File: src/rtl/core/ssd_pkg.sv
package ssd_pkg;

    // Motor slots and index widths
    localparam int MOTOR_COUNT   = 8;
    localparam int MOTOR_W       = (MOTOR_COUNT > 1) ? $clog2(MOTOR_COUNT) : 1;
    localparam int MOTOR_FIELD_W = 3;
    localparam int MASK_W        = 8;

    // Field widths
    localparam int POS_W    = 32;
    localparam int OVS_W    = 16;
    localparam int AMP_W    = 15;
    localparam int SWING_W  = 16;
    localparam int CYC_W    = 8;
    localparam int PHASE_W  = 3;
    localparam int CFG_W    = 16;
    localparam int CFG_IDX_W = 2;

    // Divider sizing: amplitude times cycles over cycles
    localparam int DIVIDEND_W = AMP_W + CYC_W;
    localparam int DIVISOR_W  = CYC_W;
    localparam int DIV_CNT_W  = $clog2(DIVIDEND_W + 1);
    localparam logic [AMP_W-1:0] AMP_MAX = '1;

    // Stream widths
    localparam int IN_DATA_W  = 48;
    localparam int OUT_DATA_W = 40;
    localparam int OUT_USER_W = 2;

    // Configuration register indexes
    localparam logic [CFG_IDX_W-1:0] CFG_OVERSHOOT  = 2'd0;
    localparam logic [CFG_IDX_W-1:0] CFG_AMPLITUDE  = 2'd1;
    localparam logic [CFG_IDX_W-1:0] CFG_CYCLES     = 2'd2;
    localparam logic [CFG_IDX_W-1:0] CFG_MIN_AMP    = 2'd3;

    // Input operation codes
    localparam logic OP_START    = 1'b0;
    localparam logic OP_LEG_DONE = 1'b1;

    typedef enum logic [PHASE_W-1:0] {
        PH_NONE      = 3'd0,
        PH_PRIMARY   = 3'd1,
        PH_OVERSHOOT = 3'd2,
        PH_APPROACH  = 3'd3,
        PH_DPOS      = 3'd4,
        PH_DNEG      = 3'd5,
        PH_RETURN    = 3'd6
    } t_phase;

    typedef enum logic [2:0] {
        ST_IDLE,
        ST_SINGLE,
        ST_WALK,
        ST_READ,
        ST_DIV,
        ST_EMIT
    } t_state;

    typedef struct packed {
        logic [OVS_W-1:0] overshoot;
        logic [AMP_W-1:0] amplitude;
        logic [CYC_W-1:0] cycles;
        logic [AMP_W-1:0] min_amp;
    } t_cfg;

    typedef struct packed {
        logic               op;
        logic [MASK_W-1:0]  mask;
        logic [MOTOR_FIELD_W-1:0] index;
        logic [POS_W-1:0]   target;
    } t_item;

    typedef struct packed {
        logic               accepted;
        logic               cmd_valid;
        logic [MOTOR_FIELD_W-1:0] motor;
        logic [POS_W-1:0]   target;
        logic [PHASE_W-1:0] phase;
        logic               last;
    } t_result;

    // One motor entry of the state memory
    typedef struct packed {
        t_phase             phase;
        logic [POS_W-1:0]   center;
        logic [CYC_W-1:0]   cycles;
        logic [SWING_W-1:0] swing;
    } t_entry;

    typedef struct packed {
        logic               rd_en;
        logic [MOTOR_W-1:0] rd_addr;
        logic               wr_en;
        logic [MOTOR_W-1:0] wr_addr;
        t_entry             wr_data;
    } t_mem_req;

endpackage

File: src/rtl/core/stepper_settle_dither_sequencer_unit.sv
// Settle sequencer for up to eight stepper motors. A start item (tuser 0)
// names motors by mask and an absolute target; it is rejected with a single
// result if any named motor still has a leg running, otherwise it returns one
// move command per named motor, in motor order, with tlast on the final one.
// A leg-done item (tuser 1) advances that motor through overshoot, approach,
// decaying dither swings and a final return, and always returns one result.
// Items are taken one at a time. A start walks the motor slots in order up to
// the highest named motor; a start with an empty mask instead returns a single
// accepted result with no command. A leg-done reads the motor's entry and, when
// a new swing amplitude is needed, waits on the bit-serial divider that forms
// amplitude times cycles left over total cycles. Per-motor state lives in a
// synchronous memory with a registered read port. A result waiting on
// the output does not hold off the next input transfer, but the item then
// waits until that result is taken. The configuration registers are live and
// should be written only while no item is in progress.
module stepper_settle_dither_sequencer_unit
    import ssd_pkg::*;
(
    input  logic                  i_clk,
    input  logic                  i_rst_n,
    // configuration write port
    input  logic                  i_cfg_wen,
    input  logic [CFG_IDX_W-1:0]  i_cfg_index,
    input  logic [CFG_W-1:0]      i_cfg_data,
    // input stream
    input  logic                  i_s_axis_tvalid,
    output logic                  o_s_axis_tready,
    // tdata: motor_mask[7:0], motor_index[10:8], target_position[42:11]
    input  logic [IN_DATA_W-1:0]  i_s_axis_tdata,
    // tuser: op
    input  logic                  i_s_axis_tuser,
    // result stream
    output logic                  o_m_axis_tvalid,
    input  logic                  i_m_axis_tready,
    // tdata: command_motor[2:0], command_target[34:3], new_phase[37:35]
    output logic [OUT_DATA_W-1:0] o_m_axis_tdata,
    // tuser: accepted[0], command_valid[1]
    output logic [OUT_USER_W-1:0] o_m_axis_tuser,
    // tlast: last_result
    output logic                  o_m_axis_tlast
);

    t_cfg     r_cfg;
    t_item    item;
    t_result  result;
    t_mem_req mem_req;
    t_entry   rd_data;
    logic     div_start;
    logic     div_done;
    logic [DIVIDEND_W-1:0] div_dividend;
    logic [DIVISOR_W-1:0]  div_divisor;
    logic [DIVIDEND_W-1:0] div_quotient;

    // Configuration registers
    always_ff @(posedge i_clk) begin
        if (!i_rst_n) begin
            r_cfg <= '0;
        end else if (i_cfg_wen) begin
            case (i_cfg_index)
                CFG_OVERSHOOT: r_cfg.overshoot <= i_cfg_data;
                CFG_AMPLITUDE: r_cfg.amplitude <= i_cfg_data[AMP_W-1:0];
                CFG_CYCLES:    r_cfg.cycles    <= i_cfg_data[CYC_W-1:0];
                CFG_MIN_AMP:   r_cfg.min_amp   <= i_cfg_data[AMP_W-1:0];
                default: begin
                    r_cfg <= r_cfg;
                end
            endcase
        end
    end

    // Unpack the input item
    assign item.op     = i_s_axis_tuser;
    assign item.mask   = i_s_axis_tdata[7:0];
    assign item.index  = i_s_axis_tdata[10:8];
    assign item.target = i_s_axis_tdata[42:11];

    // Pack the result item
    assign o_m_axis_tdata = {2'b00, result.phase, result.target, result.motor};
    assign o_m_axis_tuser = {result.cmd_valid, result.accepted};
    assign o_m_axis_tlast = result.last;

    ssd_sequencer u_seq (
        .i_clk          (i_clk),
        .i_rst_n        (i_rst_n),
        .i_cfg          (r_cfg),
        .i_s_valid      (i_s_axis_tvalid),
        .o_s_ready      (o_s_axis_tready),
        .i_item         (item),
        .o_m_valid      (o_m_axis_tvalid),
        .i_m_ready      (i_m_axis_tready),
        .o_result       (result),
        .o_mem_req      (mem_req),
        .i_rd_data      (rd_data),
        .o_div_start    (div_start),
        .o_div_dividend (div_dividend),
        .o_div_divisor  (div_divisor),
        .i_div_done     (div_done),
        .i_div_quotient (div_quotient)
    );

    ssd_state_mem u_mem (
        .i_clk     (i_clk),
        .i_rst_n   (i_rst_n),
        .i_req     (mem_req),
        .o_rd_data (rd_data)
    );

    ssd_divider u_div (
        .i_clk      (i_clk),
        .i_rst_n    (i_rst_n),
        .i_start    (div_start),
        .i_dividend (div_dividend),
        .i_divisor  (div_divisor),
        .o_done     (div_done),
        .o_quotient (div_quotient)
    );

endmodule

File: src/rtl/core/ssd_state_mem.sv
module ssd_state_mem
    import ssd_pkg::*;
(
    input  logic     i_clk,
    input  logic     i_rst_n,
    input  t_mem_req i_req,
    output t_entry   o_rd_data
);

    t_entry                 r_mem [MOTOR_COUNT];
    logic [MOTOR_COUNT-1:0] r_valid;
    t_entry                 r_rd_data;
    logic                   r_rd_valid;

    // Write port
    always_ff @(posedge i_clk) begin
        if (i_req.wr_en) begin
            r_mem[i_req.wr_addr] <= i_req.wr_data;
        end
    end

    // Entry valid bits: a never-written entry reads as phase none
    always_ff @(posedge i_clk) begin
        if (!i_rst_n) begin
            r_valid <= '0;
        end else if (i_req.wr_en) begin
            r_valid[i_req.wr_addr] <= 1'b1;
        end
    end

    // Registered read port
    always_ff @(posedge i_clk) begin
        if (i_req.rd_en) begin
            r_rd_data  <= r_mem[i_req.rd_addr];
            r_rd_valid <= r_valid[i_req.rd_addr];
        end
    end

    always_comb begin
        o_rd_data = r_rd_data;
        if (!r_rd_valid) begin
            o_rd_data.phase  = PH_NONE;
            o_rd_data.cycles = '0;
            o_rd_data.swing  = '0;
        end
    end

endmodule

File: src/rtl/core/ssd_divider.sv
module ssd_divider
    import ssd_pkg::*;
(
    input  logic                  i_clk,
    input  logic                  i_rst_n,
    input  logic                  i_start,
    input  logic [DIVIDEND_W-1:0] i_dividend,
    input  logic [DIVISOR_W-1:0]  i_divisor,
    output logic                  o_done,
    output logic [DIVIDEND_W-1:0] o_quotient
);

    logic                  r_busy;
    logic                  r_done;
    logic [DIV_CNT_W-1:0]  r_cnt;
    logic [DIVIDEND_W-1:0] r_quo;
    logic [DIVISOR_W-1:0]  r_rem;
    logic [DIVISOR_W-1:0]  r_div;

    logic [DIVISOR_W:0]    trial;
    logic                  fits;
    logic [DIVISOR_W:0]    diff;

    // One restoring step: shift in the next dividend bit, subtract if it fits
    always_comb begin
        trial = {r_rem, r_quo[DIVIDEND_W-1]};
        fits  = (trial >= {1'b0, r_div});
        diff  = trial - {1'b0, r_div};
    end

    always_ff @(posedge i_clk) begin
        if (!i_rst_n) begin
            r_busy <= 1'b0;
            r_done <= 1'b0;
            r_cnt  <= '0;
        end else begin
            r_done <= 1'b0;
            if (i_start) begin
                r_busy <= 1'b1;
                r_cnt  <= DIV_CNT_W'(DIVIDEND_W);
            end else if (r_busy) begin
                r_cnt <= r_cnt - 1'b1;
                if (r_cnt == DIV_CNT_W'(1)) begin
                    r_busy <= 1'b0;
                    r_done <= 1'b1;
                end
            end
        end
    end

    // Datapath of the quotient register, shared with the dividend, and the remainder
    always_ff @(posedge i_clk) begin
        if (i_start) begin
            r_quo <= i_dividend;
            r_rem <= '0;
            r_div <= i_divisor;
        end else if (r_busy) begin
            r_quo <= {r_quo[DIVIDEND_W-2:0], fits};
            r_rem <= fits ? diff[DIVISOR_W-1:0] : trial[DIVISOR_W-1:0];
        end
    end

    assign o_done     = r_done;
    assign o_quotient = r_quo;

endmodule

File: src/rtl/core/ssd_sequencer.sv
module ssd_sequencer
    import ssd_pkg::*;
(
    input  logic     i_clk,
    input  logic     i_rst_n,
    input  t_cfg     i_cfg,
    input  logic     i_s_valid,
    output logic     o_s_ready,
    input  t_item    i_item,
    output logic     o_m_valid,
    input  logic     i_m_ready,
    output t_result  o_result,
    output t_mem_req o_mem_req,
    input  t_entry   i_rd_data,
    output logic     o_div_start,
    output logic [DIVIDEND_W-1:0] o_div_dividend,
    output logic [DIVISOR_W-1:0]  o_div_divisor,
    input  logic     i_div_done,
    input  logic [DIVIDEND_W-1:0] i_div_quotient
);

    t_state                 r_state, n_state;
    logic [MOTOR_COUNT-1:0] r_mask, n_mask;
    logic [MOTOR_W-1:0]     r_idx, n_idx;
    logic [POS_W-1:0]       r_target, n_target;
    logic [MOTOR_COUNT-1:0] r_running, n_running;
    logic [AMP_W-1:0]       r_amp, n_amp;
    logic                   r_swing_ok, n_swing_ok;
    t_result                r_single, n_single;
    logic                   r_out_valid, n_out_valid;
    t_result                r_out, n_out;

    logic                   out_free;
    logic [MOTOR_COUNT-1:0] in_mask;
    logic                   idx_bad;
    logic [MOTOR_COUNT-1:0] walk_rest;
    t_phase                 start_phase;
    logic [POS_W-1:0]       start_aim;
    logic                   try_swing;
    logic [AMP_W-1:0]       q_sat;
    t_phase                 emit_phase;
    logic                   emit_cmd;
    logic [POS_W-1:0]       emit_aim;
    t_entry                 emit_entry;

    assign out_free  = !r_out_valid || i_m_ready;
    assign in_mask   = i_item.mask[MOTOR_COUNT-1:0];
    assign idx_bad   = (32'(i_item.index) >= MOTOR_COUNT);
    assign o_s_ready = (r_state == ST_IDLE);
    assign o_m_valid = r_out_valid;
    assign o_result  = r_out;

    // Remaining mask once the current motor is served
    always_comb begin
        walk_rest        = r_mask;
        walk_rest[r_idx] = 1'b0;
    end

    // First leg of a start
    always_comb begin
        if (i_cfg.overshoot != '0) begin
            start_phase = PH_OVERSHOOT;
        end else if (i_cfg.amplitude != '0) begin
            start_phase = PH_PRIMARY;
        end else begin
            start_phase = PH_NONE;
        end
        start_aim = (start_phase == PH_OVERSHOOT) ?
                    r_target - {{(POS_W-OVS_W){i_cfg.overshoot[OVS_W-1]}}, i_cfg.overshoot} :
                    r_target;
    end

    // Decide whether the leg end needs a new swing amplitude
    always_comb begin
        try_swing = (((i_rd_data.phase == PH_PRIMARY) || (i_rd_data.phase == PH_APPROACH))
                     && (i_cfg.amplitude != '0)) || (i_rd_data.phase == PH_DNEG);
        try_swing = try_swing && (i_rd_data.cycles != '0) && (i_cfg.cycles != '0);
        o_div_dividend = DIVIDEND_W'(i_cfg.amplitude) * DIVIDEND_W'(i_rd_data.cycles);
        o_div_divisor  = i_cfg.cycles;
        q_sat = (i_div_quotient > DIVIDEND_W'(AMP_MAX)) ? AMP_MAX : i_div_quotient[AMP_W-1:0];
    end

    // Phase advance on a leg end
    always_comb begin
        emit_entry = i_rd_data;
        emit_phase = PH_NONE;
        emit_cmd   = 1'b0;
        emit_aim   = '0;
        case (i_rd_data.phase)
            PH_PRIMARY, PH_APPROACH: begin
                if (r_swing_ok) begin
                    emit_entry.swing  = SWING_W'(r_amp);
                    emit_entry.cycles = i_rd_data.cycles - 1'b1;
                    emit_aim   = i_rd_data.center + POS_W'(r_amp);
                    emit_phase = PH_DPOS;
                    emit_cmd   = 1'b1;
                end
            end
            PH_OVERSHOOT: begin
                emit_aim   = i_rd_data.center;
                emit_phase = PH_APPROACH;
                emit_cmd   = 1'b1;
            end
            PH_DPOS: begin
                emit_aim   = i_rd_data.center - POS_W'(i_rd_data.swing);
                emit_phase = PH_DNEG;
                emit_cmd   = 1'b1;
            end
            PH_DNEG: begin
                emit_cmd = 1'b1;
                if (r_swing_ok) begin
                    emit_entry.swing  = SWING_W'(r_amp);
                    emit_entry.cycles = i_rd_data.cycles - 1'b1;
                    emit_aim   = i_rd_data.center + POS_W'(r_amp);
                    emit_phase = PH_DPOS;
                end else begin
                    emit_aim   = i_rd_data.center;
                    emit_phase = PH_RETURN;
                end
            end
            default: begin
                emit_phase = PH_NONE;
            end
        endcase
        emit_entry.phase = emit_phase;
    end

    // Next state and control
    always_comb begin
        n_state     = r_state;
        n_mask      = r_mask;
        n_idx       = r_idx;
        n_target    = r_target;
        n_running   = r_running;
        n_amp       = r_amp;
        n_swing_ok  = r_swing_ok;
        n_single    = r_single;
        n_out_valid = r_out_valid;
        n_out       = r_out;
        o_mem_req   = '0;
        o_div_start = 1'b0;

        // drop the result once its transfer completes
        if (r_out_valid && i_m_ready) begin
            n_out_valid = 1'b0;
        end

        case (r_state)
            ST_IDLE: begin
                if (i_s_valid) begin
                    n_target      = i_item.target;
                    n_mask        = in_mask;
                    n_idx         = '0;
                    n_single      = '0;
                    n_single.last = 1'b1;
                    if (i_item.op == OP_START) begin
                        if ((in_mask & r_running) != '0) begin
                            n_state = ST_SINGLE;
                        end else if (in_mask == '0) begin
                            n_single.accepted = 1'b1;
                            n_state = ST_SINGLE;
                        end else begin
                            n_state = ST_WALK;
                        end
                    end else if (idx_bad) begin
                        n_state = ST_SINGLE;
                    end else begin
                        n_idx             = i_item.index[MOTOR_W-1:0];
                        o_mem_req.rd_en   = 1'b1;
                        o_mem_req.rd_addr = i_item.index[MOTOR_W-1:0];
                        n_state           = ST_READ;
                    end
                end
            end
            ST_SINGLE: begin
                if (out_free) begin
                    n_out       = r_single;
                    n_out_valid = 1'b1;
                    n_state     = ST_IDLE;
                end
            end
            ST_WALK: begin
                // step over unselected motors, serve selected ones in order
                if (!r_mask[r_idx]) begin
                    n_idx = r_idx + 1'b1;
                end else if (out_free) begin
                    o_mem_req.wr_en          = 1'b1;
                    o_mem_req.wr_addr        = r_idx;
                    o_mem_req.wr_data.phase  = start_phase;
                    o_mem_req.wr_data.center = r_target;
                    o_mem_req.wr_data.cycles = i_cfg.cycles;
                    o_mem_req.wr_data.swing  = SWING_W'(i_cfg.amplitude);
                    n_running[r_idx]  = 1'b1;
                    n_mask            = walk_rest;
                    n_out.accepted    = 1'b1;
                    n_out.cmd_valid   = 1'b1;
                    n_out.motor       = MOTOR_FIELD_W'(r_idx);
                    n_out.target      = start_aim;
                    n_out.phase       = start_phase;
                    n_out.last        = (walk_rest == '0);
                    n_out_valid       = 1'b1;
                    if (walk_rest == '0) begin
                        n_state = ST_IDLE;
                    end else begin
                        n_idx = r_idx + 1'b1;
                    end
                end
            end
            ST_READ: begin
                if (try_swing) begin
                    o_div_start = 1'b1;
                    n_state     = ST_DIV;
                end else begin
                    n_swing_ok = 1'b0;
                    n_state    = ST_EMIT;
                end
            end
            ST_DIV: begin
                if (i_div_done) begin
                    n_amp      = q_sat;
                    n_swing_ok = (q_sat >= i_cfg.min_amp);
                    n_state    = ST_EMIT;
                end
            end
            ST_EMIT: begin
                if (out_free) begin
                    o_mem_req.wr_en   = 1'b1;
                    o_mem_req.wr_addr = r_idx;
                    o_mem_req.wr_data = emit_entry;
                    n_running[r_idx]  = emit_cmd;
                    n_out             = '0;
                    n_out.cmd_valid   = emit_cmd;
                    n_out.phase       = emit_phase;
                    n_out.last        = 1'b1;
                    if (emit_cmd) begin
                        n_out.motor  = MOTOR_FIELD_W'(r_idx);
                        n_out.target = emit_aim;
                    end
                    n_out_valid = 1'b1;
                    n_state     = ST_IDLE;
                end
            end
            default: begin
                n_state = ST_IDLE;
            end
        endcase
    end

    // State register
    always_ff @(posedge i_clk) begin
        if (!i_rst_n) begin
            r_state     <= ST_IDLE;
            r_running   <= '0;
            r_out_valid <= 1'b0;
        end else begin
            r_state     <= n_state;
            r_running   <= n_running;
            r_out_valid <= n_out_valid;
        end
    end

    // Working and payload registers
    always_ff @(posedge i_clk) begin
        r_mask     <= n_mask;
        r_idx      <= n_idx;
        r_target   <= n_target;
        r_amp      <= n_amp;
        r_swing_ok <= n_swing_ok;
        r_single   <= n_single;
        r_out      <= n_out;
    end

endmodule

File: config.mk
export PLATFORM = sky130hd
export DESIGN_NAME = stepper_settle_dither_sequencer_unit
export DESIGN_NICKNAME = d
export VERILOG_FILES = /design/src/rtl/core/ssd_pkg.sv /design/src/rtl/core/stepper_settle_dither_sequencer_unit.sv /design/src/rtl/core/ssd_state_mem.sv /design/src/rtl/core/ssd_divider.sv /design/src/rtl/core/ssd_sequencer.sv
export SDC_FILE = /design/constraint.sdc
export NUM_CORES = 1
export LEC_CHECK = 0
export BUFFER_PORTS_ARGS = -buffer_cell sky130_fd_sc_hd__buf_4
export CAP_MARGIN = 15
export CORE_AREA = 2 2 265 267
export CTS_CLUSTER_SIZE = 16
export DETAILED_ROUTE_END_ITERATION = 8
export DIE_AREA = 0 0 267 269
export PLACE_DENSITY = 0.83
export SYNTH_ARGS = -nofsm -noshare
export SYNTH_HDL_FRONTEND = slang
export SYNTH_SLANG_ARGS = --single-unit
File: constraint.sdc
create_clock -name i_clk -period 8.05 [get_ports i_clk]
set_clock_uncertainty 0.2 [all_clocks]
set_input_delay 2.415 -clock i_clk [delete_from_list [all_inputs] [get_ports i_clk]]
set_output_delay 2.415 -clock i_clk [all_outputs]
set_load 0.01 [all_outputs]
==> key figures <==
Outcome
  – Outcome: finished, violations left
  – Failing checks: design-rule violations

Drt
  – Initial DRC count: around 3,600
  – Post-route DRC: 1
  – Via count: a little under 30,000
  – DR pass1 iterations: 8
  – Drt total wl: roughly 110,000 um
  – WL per Instance: between 20 and 25 um
  – Via/cell ratio: roughly 6.4
  – Antenna Nets Post-Route: 0

Setup path
  – Critical Path End Type: flop
  – Reg2reg setup slack: roughly 2 ns
  – Critical path fanouts, max: 66
  – CP Class: reg2reg
  – CP peak stage delay: approximately 0.9 ns
  – Buffers & Inverters on Critical Path: 3
  – FF-to-FF Start: u_mem.r_rd_valid
  – FF-to-FF End: u_div.o_quotient[22]
  – Critical path cell sequence: buf_4, and3_1, fa_1, fa_1, fa_1, inv_1, fa_1, inv_1, ha_1, o41ai_1, o21ai_1, a21oi_1, o21ai_1, a211oi_1, mux2i_1, nor2_1
  – Crit-path leading delay family: adder cells
  – Worst EP required: between 8 and 9 ns
  – Signal arrival time at the worst endpoint: 6.29 ns
  – CP Launch Type: flop
  – Most numerous cell on the critical path: fa_1
  – Slowest-stage cell, CP: edfxtp_1
  – Reg2reg path depth: 16

Logic synthesis
  – Synth top area cells: edfxtp_1, nand2_1, dfxtp_1
  – EDFF count, synth: around 660
  – Asr flop ratio synth: 0
  – Yosys warnings: 0
  – Synth cell types: slightly below 90
  – Synth Instances: 3,563
  – Post-Syn Area: between 0.03 and 0.04 mm2
  – Post-synth top area share: 0.510
  – Seq/Total Area, Yosys: 0.555
  – Register bit total from synthesis: 753
  – Leading area contributor after synthesis: edfxtp_1
  – Mean Syn Cell Area: between 10 and 15 um2
  – Predominant post-synthesis flop cell: edfxtp_1

Cells and area
  – Nets: between 3,000 and 4,000
  – Commonest cells after routing, fill and taps aside: edfxtp_1, nand2_1, a21oi_1
  – FF+latch area: between 0.02 and 0.025 mm2
  – Post-route design area: between 0.04 and 0.05 mm2
  – Fillers: 5,121
  – Area Growth Syn to Fin: 10.4%
  – Fin cells: about 4,600
  – Commonest non-fill, non-tap cell in the layout: edfxtp_1
  – Multi-input gate area: approximately 0.016 mm2
  – Post-layout util: 0.623
  – Layout cells sized above 1: 0.0948
  – Antenna Cells: 0

Clock network
  – TritonCTS clock tree: yes
  – Setup Fix Bufs, Post-CTS: 0
  – CTS Buffer Depth: 3
  – Reg clk slew, reported paths: ~0.06 ns
  – Clk_lat worst skew: roughly 0.67 ns
  – # resized after CTS: 0
  – CTS Root Cell: clkbuf_16
  – CTS H-tree depth: 3
  – CTS Buf Count: 77
  – Cts hold-fix bufs: 0
  – Clock sink count: 753

STA
  – Total Neg Setup Slack: 0 ns
  – Final Hold Viols: 0
  – Final period utilization: 0.756
  – Achievable clock frequency: 0.164 GHz
  – Worst slew pin tran: roughly 1.2 ns
  – Final count of negative-setup-slack endpoints: 0
  – Period minus WS final: between 6 and 7 ns
  – RSZ-0062 raised after global routing: no
  – Worst slew margin: 0.209
  – Final Slew Violations: 0

GRT
  – First-pass GRT wire length: 165,000 um
  – Vias in the first global route: 28,231
  – Pin count of the biggest net entering global routing: between 100 and 150
  – Initial antenna violation count: 0
  – Gr usage total: 0.303
  – Total grt overflow: 0

Min path
  – Hold worst-path end: r_cfg[10]
  – Hold/Removal Path Class: reg2reg
  – Hold Path Origin: r_cfg[10]
  – Worst Hold Depth: 2

Placed design
  – Cell Area, Placed: 0.0407 mm2
  – Global placement routability congestion: about 1.0
  – IO buf count: about 110
  – Cells after DPL: 4,414
  – Post-DP HPWL: about 70,000 um

Floorplanning
  – Initial Util: 0.564
  – Ports: 117
  – # rows: between 90 and 100
  – DIE WIDTH: 267 um
  – Total die area: roughly 0.07 mm2
  – Die Y: 269 um
  – Core area: a little under 0.07 mm2

Power and ir drop
  – Combinational power share: 0.181
  – Flop pwr share: 0.477
  – Psw: approximately 3.1 mW
  – Overall power: around 10 mW
  – Pwr dens: ~240 mW/mm2
  – Leakage: 15.9 nW
  – Clock Power Share: 0.342
  – Worst ir drop on vdd: ~0.00017 V
  – Sw frac: 0.296
  – Internal power: 7.27 mW

Flow run
  – Max-cap violations: 0
[power groups by stage]
stage	Combinational, mW	Clock, mW	Sequential [mW]
2_1_floorplan	1.23	0	4.88
3_3_place_gp	1.78	0	4.98
3_5_place_dp	1.82	0	4.99
4_1_cts	1.84	3.55	4.91
5_1_grt	2.03	3.70	4.94
6_report	1.87	3.52	4.92
[worst register-to-register path: cells and delay by family (launching register included)]
family	cells	cell delay, ns
compound gates	5	1.46
fa+ha+maj	5	2.08
buf+inv	3	0.65
flops	1	0.91
mux	1	0.23
simple gates	2	0.31
[stage by stage]
| stage | worst slack (ns) | hold slack, ns |
|---|---|---|
| 2_1_floorplan | 0.231 | 0.234 |
| 3_3_place_gp | 1.96 | 0.241 |
| 3_5_place_dp | 1.91 | 0.251 |
| 4_1_cts | 2.02 | 0.258 |
| 5_1_grt | 1.59 | 0.269 |
| 6_report | 1.96 | 0.257 |
[kinds of logic after synthesis]
group / count (synthesis) / share of synthesized area
and+or+nand+nor: 1256 / 0.155
AOI/OAI and AO/OA: 816 / 0.138
DFF: 753 / 0.555
buffers and inverters: 410 / 0.0404
adders and majority gates: 215 / 0.0845
xor gates and xnor gates: 83 / 0.0186
muxes: 29 / 0.00822
other: 1 / 0.0000959
[state kept, by name, indices dropped and copies added (netlist names), 3 cells and up]
name and count:
u_mem.r_mem 472, r_cfg 54, u_seq.o_result 41, u_mem.o_rd_data 32, u_seq.r_target 32, u_mem.r_rd_data 27
u_div.o_quotient 23, u_seq.r_amp 15, u_div.r_div 8, u_div.r_rem 8, u_mem.r_valid 8, u_seq.r_mask 8
u_seq.r_running 8, u_div.r_cnt 5, u_seq.r_idx 3, u_seq.r_state 3
[metal layers]
metal  up-vias  global-route usage  wire, um
li1      13098                   -         -
met1     14086               0.378     40000
met2      1765               0.483     50100
met3       421              0.0610     11400
met4         0               0.201      7920
met5         -                   0         0
[cell usage after synthesis, types with 9 or more instances]
| cell | number |
|---|---|
| a21o_1 | 34 |
| a31oi_1 | 81 |
| nand2_1 | 514 |
| nand2b_1 | 25 |
| nor4_1 | 23 |
| a221oi_1 | 11 |
| or2_2 | 19 |
| and3_1 | 118 |
| and2_1 | 14 |
| ha_1 | 133 |
| o21ai_0 | 125 |
| a21oi_1 | 204 |
| a21boi_0 | 42 |
| o21a_1 | 22 |
| o21bai_1 | 9 |
| o31ai_1 | 10 |
| o211ai_1 | 134 |
| a211oi_1 | 11 |
| nor3_1 | 32 |
| xor2_1 | 36 |
| a22o_1 | 32 |
| buf_2 | 19 |
| edfxtp_1 | 664 |
| nand3_1 | 188 |
| o22ai_1 | 21 |
| nand4_1 | 22 |
| clkbuf_1 | 210 |
| a311oi_1 | 9 |
| inv_1 | 169 |
| dfxtp_1 | 89 |
| nor2b_1 | 29 |
| nor2_1 | 117 |
| mux2i_1 | 22 |
| xnor2_1 | 47 |
| fa_1 | 82 |
| or3_1 | 125 |
[worst max path at each step]
stage | slack [ns] | cells after the start | to | startpoint
2_1_floorplan | 0.23 | 4 | u_seq.r_running[1] | i_m_axis_tready
4_1_cts | 2.02 | 16 | u_div.o_quotient[22] | u_mem.r_rd_valid
5_1_grt | 1.59 | 18 | u_div.o_quotient[22] | u_mem.r_rd_valid
3_3_place_gp | 1.96 | 8 | u_mem.r_rd_data[5] | i_s_axis_tvalid
3_5_place_dp | 1.91 | 8 | u_mem.o_rd_data[26] | i_s_axis_tvalid
6_report | 1.96 | 16 | u_div.o_quotient[22] | u_mem.r_rd_valid
[final cells by class]
type | instances | area share
flip-flops and latches | 753 | 0.503
multi-input cells | 2401 | 0.369
clock buffers | 92 | 0.0473
repair buffers | 158 | 0.0280
well taps | 940 | 0.0272
inverters | 169 | 0.0147
clock inverters | 47 | 0.0104
No activity file was read; power rests on OpenSTA's default activity.
